**config.mk**
```make
export PLATFORM = sky130hd
export DESIGN_NAME = mi3_queue
export DESIGN_NICKNAME = d
export VERILOG_FILES = /design/src/rtl/core/mi3_pkg.sv /design/src/rtl/core/mi3_queue.sv
export SDC_FILE = /design/constraint.sdc
export NUM_CORES = 2
export LEC_CHECK = 0
export ABC_AREA = 1
export BUFFER_PORTS_ARGS = -buffer_cell sky130_fd_sc_hd__buf_2
export CAP_MARGIN = 0
export CORE_ASPECT_RATIO = 2
export CORE_MARGIN = 10
export CORE_UTILIZATION = 40
export CTS_BUF_LIST = sky130_fd_sc_hd__clkbuf_2 sky130_fd_sc_hd__clkbuf_4 sky130_fd_sc_hd__clkbuf_8
export DETAILED_ROUTE_END_ITERATION = 7
export GPL_ROUTABILITY_DRIVEN = 0
export PLACE_DENSITY_LB_ADDON = 0.1
export SETUP_SLACK_MARGIN = 0.5
export SLEW_MARGIN = 20
export SYNTH_ARGS = -nofsm -noshare
export SYNTH_HDL_FRONTEND = slang
export SYNTH_SLANG_ARGS = --single-unit
```
**constraint.sdc**
```tcl
create_clock -name clk -period 31.4 [get_ports clk]
set_input_delay 3.14 -clock clk [delete_from_list [all_inputs] [get_ports clk]]
set_output_delay 3.14 -clock clk [all_outputs]
set_load 0.05 [all_outputs]
```
**src/rtl/core/mi3_pkg.sv**
```systemverilog
// mi3_pkg: shared constants, types and index tables for the 3x3 matrix inverse core.
// No dependencies; every other file of the core imports it.
`timescale 1ns / 1ps

package mi3_pkg;

    localparam int ELEM_WIDTH_DEF  = 16;
    localparam int QUEUE_DEPTH_DEF = 4;
    localparam int WIDE_W          = 64;  // wrapping datapath for cofactors and determinant
    localparam int DET_W           = 52;
    localparam int INV_W           = 32;
    localparam int N_ELEM          = 9;
    localparam int QBITS           = 31;  // quotient bits: 3 integer + 28 fraction
    localparam int REM_W           = WIDE_W + 3;
    localparam int DIV_W           = WIDE_W + 2;

    typedef logic [WIDE_W-1:0] wide_t;

    typedef struct packed {
        wide_t [N_ELEM-1:0] cof;
        wide_t              det;
    } front_item_t;

    // cof[k] = e[A1]*e[A2] - e[B1]*e[B2], elements in row-major order
    localparam int COF_A1 [N_ELEM] = '{4, 7, 1, 6, 0, 3, 3, 6, 0};
    localparam int COF_A2 [N_ELEM] = '{8, 2, 5, 5, 8, 2, 7, 1, 4};
    localparam int COF_B1 [N_ELEM] = '{7, 1, 4, 3, 6, 0, 6, 0, 3};
    localparam int COF_B2 [N_ELEM] = '{5, 8, 2, 8, 2, 5, 4, 7, 1};
    // det = a00*cof0 + a01*cof3 + a02*cof6
    localparam int DET_COF [3] = '{0, 3, 6};

    localparam logic [INV_W-1:0] INV_MAX = {1'b0, {(INV_W-1){1'b1}}};
    localparam logic [INV_W-1:0] INV_MIN = {1'b1, {(INV_W-1){1'b0}}};

endpackage

```
**src/rtl/core/mi3_queue.sv**
```systemverilog
// mi3_queue: small register FIFO between the front and back halves.
// Depends on mi3_pkg.
`timescale 1ns / 1ps

module mi3_queue import mi3_pkg::*; #(
    parameter int DEPTH = QUEUE_DEPTH_DEF
) (
    input  logic        clk,
    input  logic        rst_n,
    input  logic        in_valid,
    output logic        in_ready,
    input  front_item_t in_item,
    output logic        out_valid,
    input  logic        out_ready,
    output front_item_t out_item
);

    localparam int PTR_W = (DEPTH > 1) ? $clog2(DEPTH) : 1;
    localparam int CNT_W = $clog2(DEPTH + 1);

    front_item_t      mem [DEPTH];
    logic [PTR_W-1:0] wr_ptr_reg, rd_ptr_reg;
    logic [CNT_W-1:0] count_reg;
    logic             push, pop;

    assign in_ready  = (count_reg != CNT_W'(DEPTH));
    assign out_valid = (count_reg != '0);
    assign push      = in_valid && in_ready;
    assign pop       = out_valid && out_ready;
    assign out_item  = mem[rd_ptr_reg];

    always_ff @(posedge clk or negedge rst_n)
    begin
        if (!rst_n)
        begin
            wr_ptr_reg <= '0;
            rd_ptr_reg <= '0;
            count_reg  <= '0;
        end
        else
        begin
            if (push)
            begin
                wr_ptr_reg <= (wr_ptr_reg == PTR_W'(DEPTH - 1)) ? '0 : wr_ptr_reg + 1'b1;
            end
            if (pop)
            begin
                rd_ptr_reg <= (rd_ptr_reg == PTR_W'(DEPTH - 1)) ? '0 : rd_ptr_reg + 1'b1;
            end
            if (push && !pop)
            begin
                count_reg <= count_reg + 1'b1;
            end
            else if (pop && !push)
            begin
                count_reg <= count_reg - 1'b1;
            end
        end
    end

    always_ff @(posedge clk)
    begin
        if (push)
        begin
            mem[wr_ptr_reg] <= in_item;
        end
    end

endmodule

```
======== Word-level counts from Yosys, hierarchy flattened ========
Memory sizes are Yosys's and may differ from the RTL's.
Cells that the tools add are included.
word-level totals
  flip-flop bits (word level) ............. 7
  RAM bits ................................ 2,560
  input bits .............................. 644
  output and inout bits ................... 642
  word-level logic and storage cells ...... 25
  memories kept ........................... 1
memory list
  memory  depth  bits a word  read ports  clocked after Yosys merged registers in  wr ports  line             text
  mem     4      640          1           0                                        1         mi3_queue.sv:21  front_item_t mem [DEPTH];
cells by class
  add/subtract/negate cells ............... 4
  eq/ne operators ......................... 3
  mux-type cells .......................... 6
  reductions and logical operators ........ 8
operators with widths
  cell                                              number
  2-to-1 mux 3 bit                                  2
  adder 2 x 1 -> 2 bit, second input constant       2
  equality test 2 bit, second input constant        2
  logical AND 1 bit                                 4
  2-to-1 mux 2 bit                                  2
  adder 3 x 1 -> 3 bit, second input constant       1
  inequality test 3 bit, second input constant      1
  nonzero test 3 bit                                1
  subtractor 3 x 1 -> 3 bit, second input constant  1
  zero test 1 bit                                   2
  2-to-1 mux 1 bit                                  2
  nonzero test 2 bit                                1

======== Depth between registers and ports, before layout ========
  depth in word-level cells ............... 6
  mapped depth ............................ 12
  mapped depth without buffers ............ 12

======== Worst setup path after synthesis ========
No wires, ideal clock.
  kind .................................... in2reg
  start ................................... input port in_valid
  end ..................................... memory mem[0][0] (netlist name), enable pin
  setup time .............................. 1.664 ns
  arrival time ............................ 29.835 ns
  data required time ...................... 29.736 ns
  setup slack ............................. -0.098 ns
  cell stages on the path ................. 2
  buffers on the path ..................... 0
  cell sequence ........................... nand2_1 -> nor2_1
on the way
  longest elaborated chain between the ends .. 3
ends and longest elaborated chain
  element                                 line             text
  start: declaration                      mi3_queue.sv:10  input logic in_valid,
  logical AND 1 bit                       mi3_queue.sv:28  assign push = in_valid && in_ready;
  2-to-1 mux 1 bit                        mi3_queue.sv:63  if (push)
  2-to-1 mux 1 bit (not written as such)  mi3_queue.sv:65  mem[wr_ptr_reg] <= in_item;
  end: declaration                        mi3_queue.sv:21
Every way passes these cells.

==> results.md <==
* Cell leakage power at 0.0459 uW
* CP delay by family, top: buffers and inverters
* Largest family of logic cells by synthesized area: compound AO/OA/AOI/OAI gates
* Post-synthesis net count at 8,176
* Setup Buffers After CTS at 0
* Synthesized flop and latch total at 2,567
* Hold_ws at 0.510 ns
* CP max FO at 230
* GRT busiest layer: met2
* Top Ports at 1,286
* Max_slew headroom at 22.8%
* First-pass GRT wire length at 430 mm
* Initial Util at 40.2%
* Sequential share of the synthesized area at 75.2%
* Post-Place Cell Area at 110,000 um^2
* Number of max-slew violations in the final report at 0
* Placed cells at 11.8k
* Synth Area in Simple Gates at 7.15%
* Number of flip-flops under the largest register name at 2,560
* Most frequent cells in the layout: edfxtp_1 (2,560), nand2_1 (1,935), inv_1 (1,293)
* Gate power share at 45.5%
* Peak supply drop at 0.0960 mV
* Reg2Reg Depth at 8
* Post-Syn Instances at 7,525
* DIE HEIGHT at 736 um
* Port Buf Inserts at 1,285
* Least-Margin Pin Slew at 1.16 ns
* Hold endpoint: count_reg[2]
* Compound-gate portion of the synthesized area at 9.39%
* RR Endpoint: mem[1][527]
* Post-cts hold buffer count at 0
* CTS tree: yes
* Reg power frac at 34.9%
* Total grt overflow at 0
* Vias per inst at 5.02
* Total Wirelength at 305 mm
* CP max stage cell: buf_4
* Worst-Skew Late Latency at 0.99 ns
* Final Skew at 0.0647 ns
* Synth-to-layout area growth at 14.8%
* Design area at 118,000 um^2
* Leading cell type in the layout, fill and taps excluded: edfxtp_1
* Via Count at 62.8k
* HPWL after DPL at 203 mm
* Root buffer cell: clkbuf_8
* Hold Startpoint: count_reg[2]
* Initial antenna violation count at 266
* Largest net degree at the start of global routing at 264
* Pre-CTS setup slack at 23.50 ns
* Final cell count without fillers at 12.5k
* Max Clk Rate at 117 MHz
* Hold Vio Cnt, Final at 0
* Remaining DRCs at 0
* Unique masters post-synth at 18
* HP Class: reg -> reg
* CTS Sinks at 2,567
* Final WS setup at 22.84 ns
* RSZ-0062 raised after global routing: false
* CP arrival at 5.42 ns
* Tmin final at 8.56 ns
* Grt met2 use at 32.8%
* Setup violators final at 0
* Slowest stage delay, CP at 0.96 ns
* Final Cycle Share at 27.3%
* Fin nets at 9,489
* Die Wd at 378 um
* R2R Setup Slk at 26.43 ns
* Fill cells at 22.9k
* Most common cell on crit path: buf_4
* Cts bufs inserted at 373
* Clock transition at path regs at 0.07 ns
* Gr usage total at 21.1%
* CTS max path bufs at 4
* WS Path Type: reg -> out
* Crit Reg-Reg Startpoint: count_reg[0]
* Detailed Routing Iterations Pass 1 at 7
* Share of layout cells above drive strength 1 at 21.1%
* Run status: finished clean
* Mapped Area at 102,000 um^2
* Endpoint class of the critical path: output pin
* Int Power at 6940 uW
* Critical Path Source Type: flop
* Core box area at 255,000 um^2
* Critical path required time at 28.26 ns
* CTS resizes at 0
* Worst Hold Depth at 2
* Max-cap check violation count at 0
* Pwr/cell area at 113 nW/um^2
* Sw Ratio at 47.8%
* Clock power share at 19.5%
* Cells along the critical path: buf_12 -> buf_4 -> buf_4 -> o211ai_1 -> nand2_1 -> buf_2
* Mux cell area share after synthesis at 0%
* Wirelength per Cell at 24.4 um
* Initial detailed-routing violation count at 4,029
* Antenna-violating nets left at 0
* Die ar. at 278,000 um^2
* Grt met3 use at 11.0%
* Number of global-route vias before repair at 61.0k
* Worst path bufs/invs at 4
* H-tree Lvls at 5
* Met1 Use GR at 25.6%
* Post-synthesis xor/xnor area fraction at 0.00855%
* P_sw at 6340 uW
* Synth Area in Adders at 0.0928%
* Core Rows at 262
* YS warnings at 0
* Final core utilization at 46.2%
* Mean Syn Cell Area at 13.6 um^2
metal layers:
layer  vias to the layer above  wire, um
li1                      29100         -
met1                     30600    119000
met2                      2222    137000
met3                       638     40400
met4                       188      8350
met5                         -      1190
synth_stat cells:
| library cell | n | area (um^2) |
|---|---|---|
| buf_2 | 112 | 561 |
| buf_4 | 10 | 75.1 |
| inv_2 | 1 | 3.75 |
| o21ai_0 | 1 | 5.00 |
| buf_1 | 3 | 11.3 |
| buf_6 | 226 | 2540 |
| dfrtp_1 | 7 | 175 |
| nand2_1 | 1935 | 7260 |
| nand3_1 | 7 | 35.0 |
| fa_1 | 1 | 20.0 |
| inv_1 | 1293 | 4850 |
| o211ai_1 | 1280 | 9610 |
| edfxtp_1 | 2560 | 76900 |
| ha_1 | 6 | 75.1 |
| xnor2_1 | 1 | 8.76 |
| clkbuf_1 | 75 | 282 |
| nand4_1 | 1 | 6.26 |
| nor2_1 | 6 | 22.5 |
kinds of logic (layout without fill, tap and decap cells):
logic type / after synthesis / after routing
fa+ha+maj: 7 / 7
compound gates: 1281 / 1281
simple gates: 1949 / 1949
flops: 2567 / 2567
other cells: 0 / 92
buf+inv: 1720 / 3309
xor+xnor: 1 / 1
stage by stage:
stage / TNS [ns] / power (uW)
floorplan: -252.02 / 9830
global placement: 0 / 10800
detailed placement: 0 / 10900
CTS: 0 / 13500
global route: 0 / 14000
finish: 0 / 13300
final cells by class:
cell class | instances | area, um^2 | area share (%)
Sequential cell | 2567 | 77100 | 65.5
Timing Repair Buffer | 1364 | 7210 | 6.13
Clock buffer | 496 | 6090 | 5.18
Clock inverter | 155 | 946 | 0.804
Tap cell | 3300 | 4130 | 3.51
Inverter | 1294 | 4860 | 4.14
Antenna cell | 92 | 230 | 0.196
Multi-Input combinational cell | 3238 | 17100 | 14.5
worst max path at each step:
stage,end,slack (ns),startpoint,cells after the start
3_3_place_gp,out_item[155],23.60,rd_ptr_reg[0],6
6_report,out_item[223],22.84,rd_ptr_reg[0],6
3_5_place_dp,out_item[155],23.50,rd_ptr_reg[0],6
2_1_floorplan,mem[0][0],-0.1,in_valid,2
5_1_grt,out_item[597],22.36,rd_ptr_reg[0],7
4_1_cts,out_item[155],22.29,rd_ptr_reg[0],6
power by group through the flow:
stage	clock (uW)	sequential, uW	combinational (uW)
floorplan	0	5440	4400
global placement	0	4700	6100
detailed placement	0	4730	6130
CTS	2690	4650	6130
global route	2820	4690	6460
finish	2590	4640	6040
worst min-delay path: stages (launching register included):
cell,delay [ns]
dfrtp_1,0.37
nand2_1,0.06
nand2_1,0.05
No activity file was read; power rests on OpenSTA's default activity.
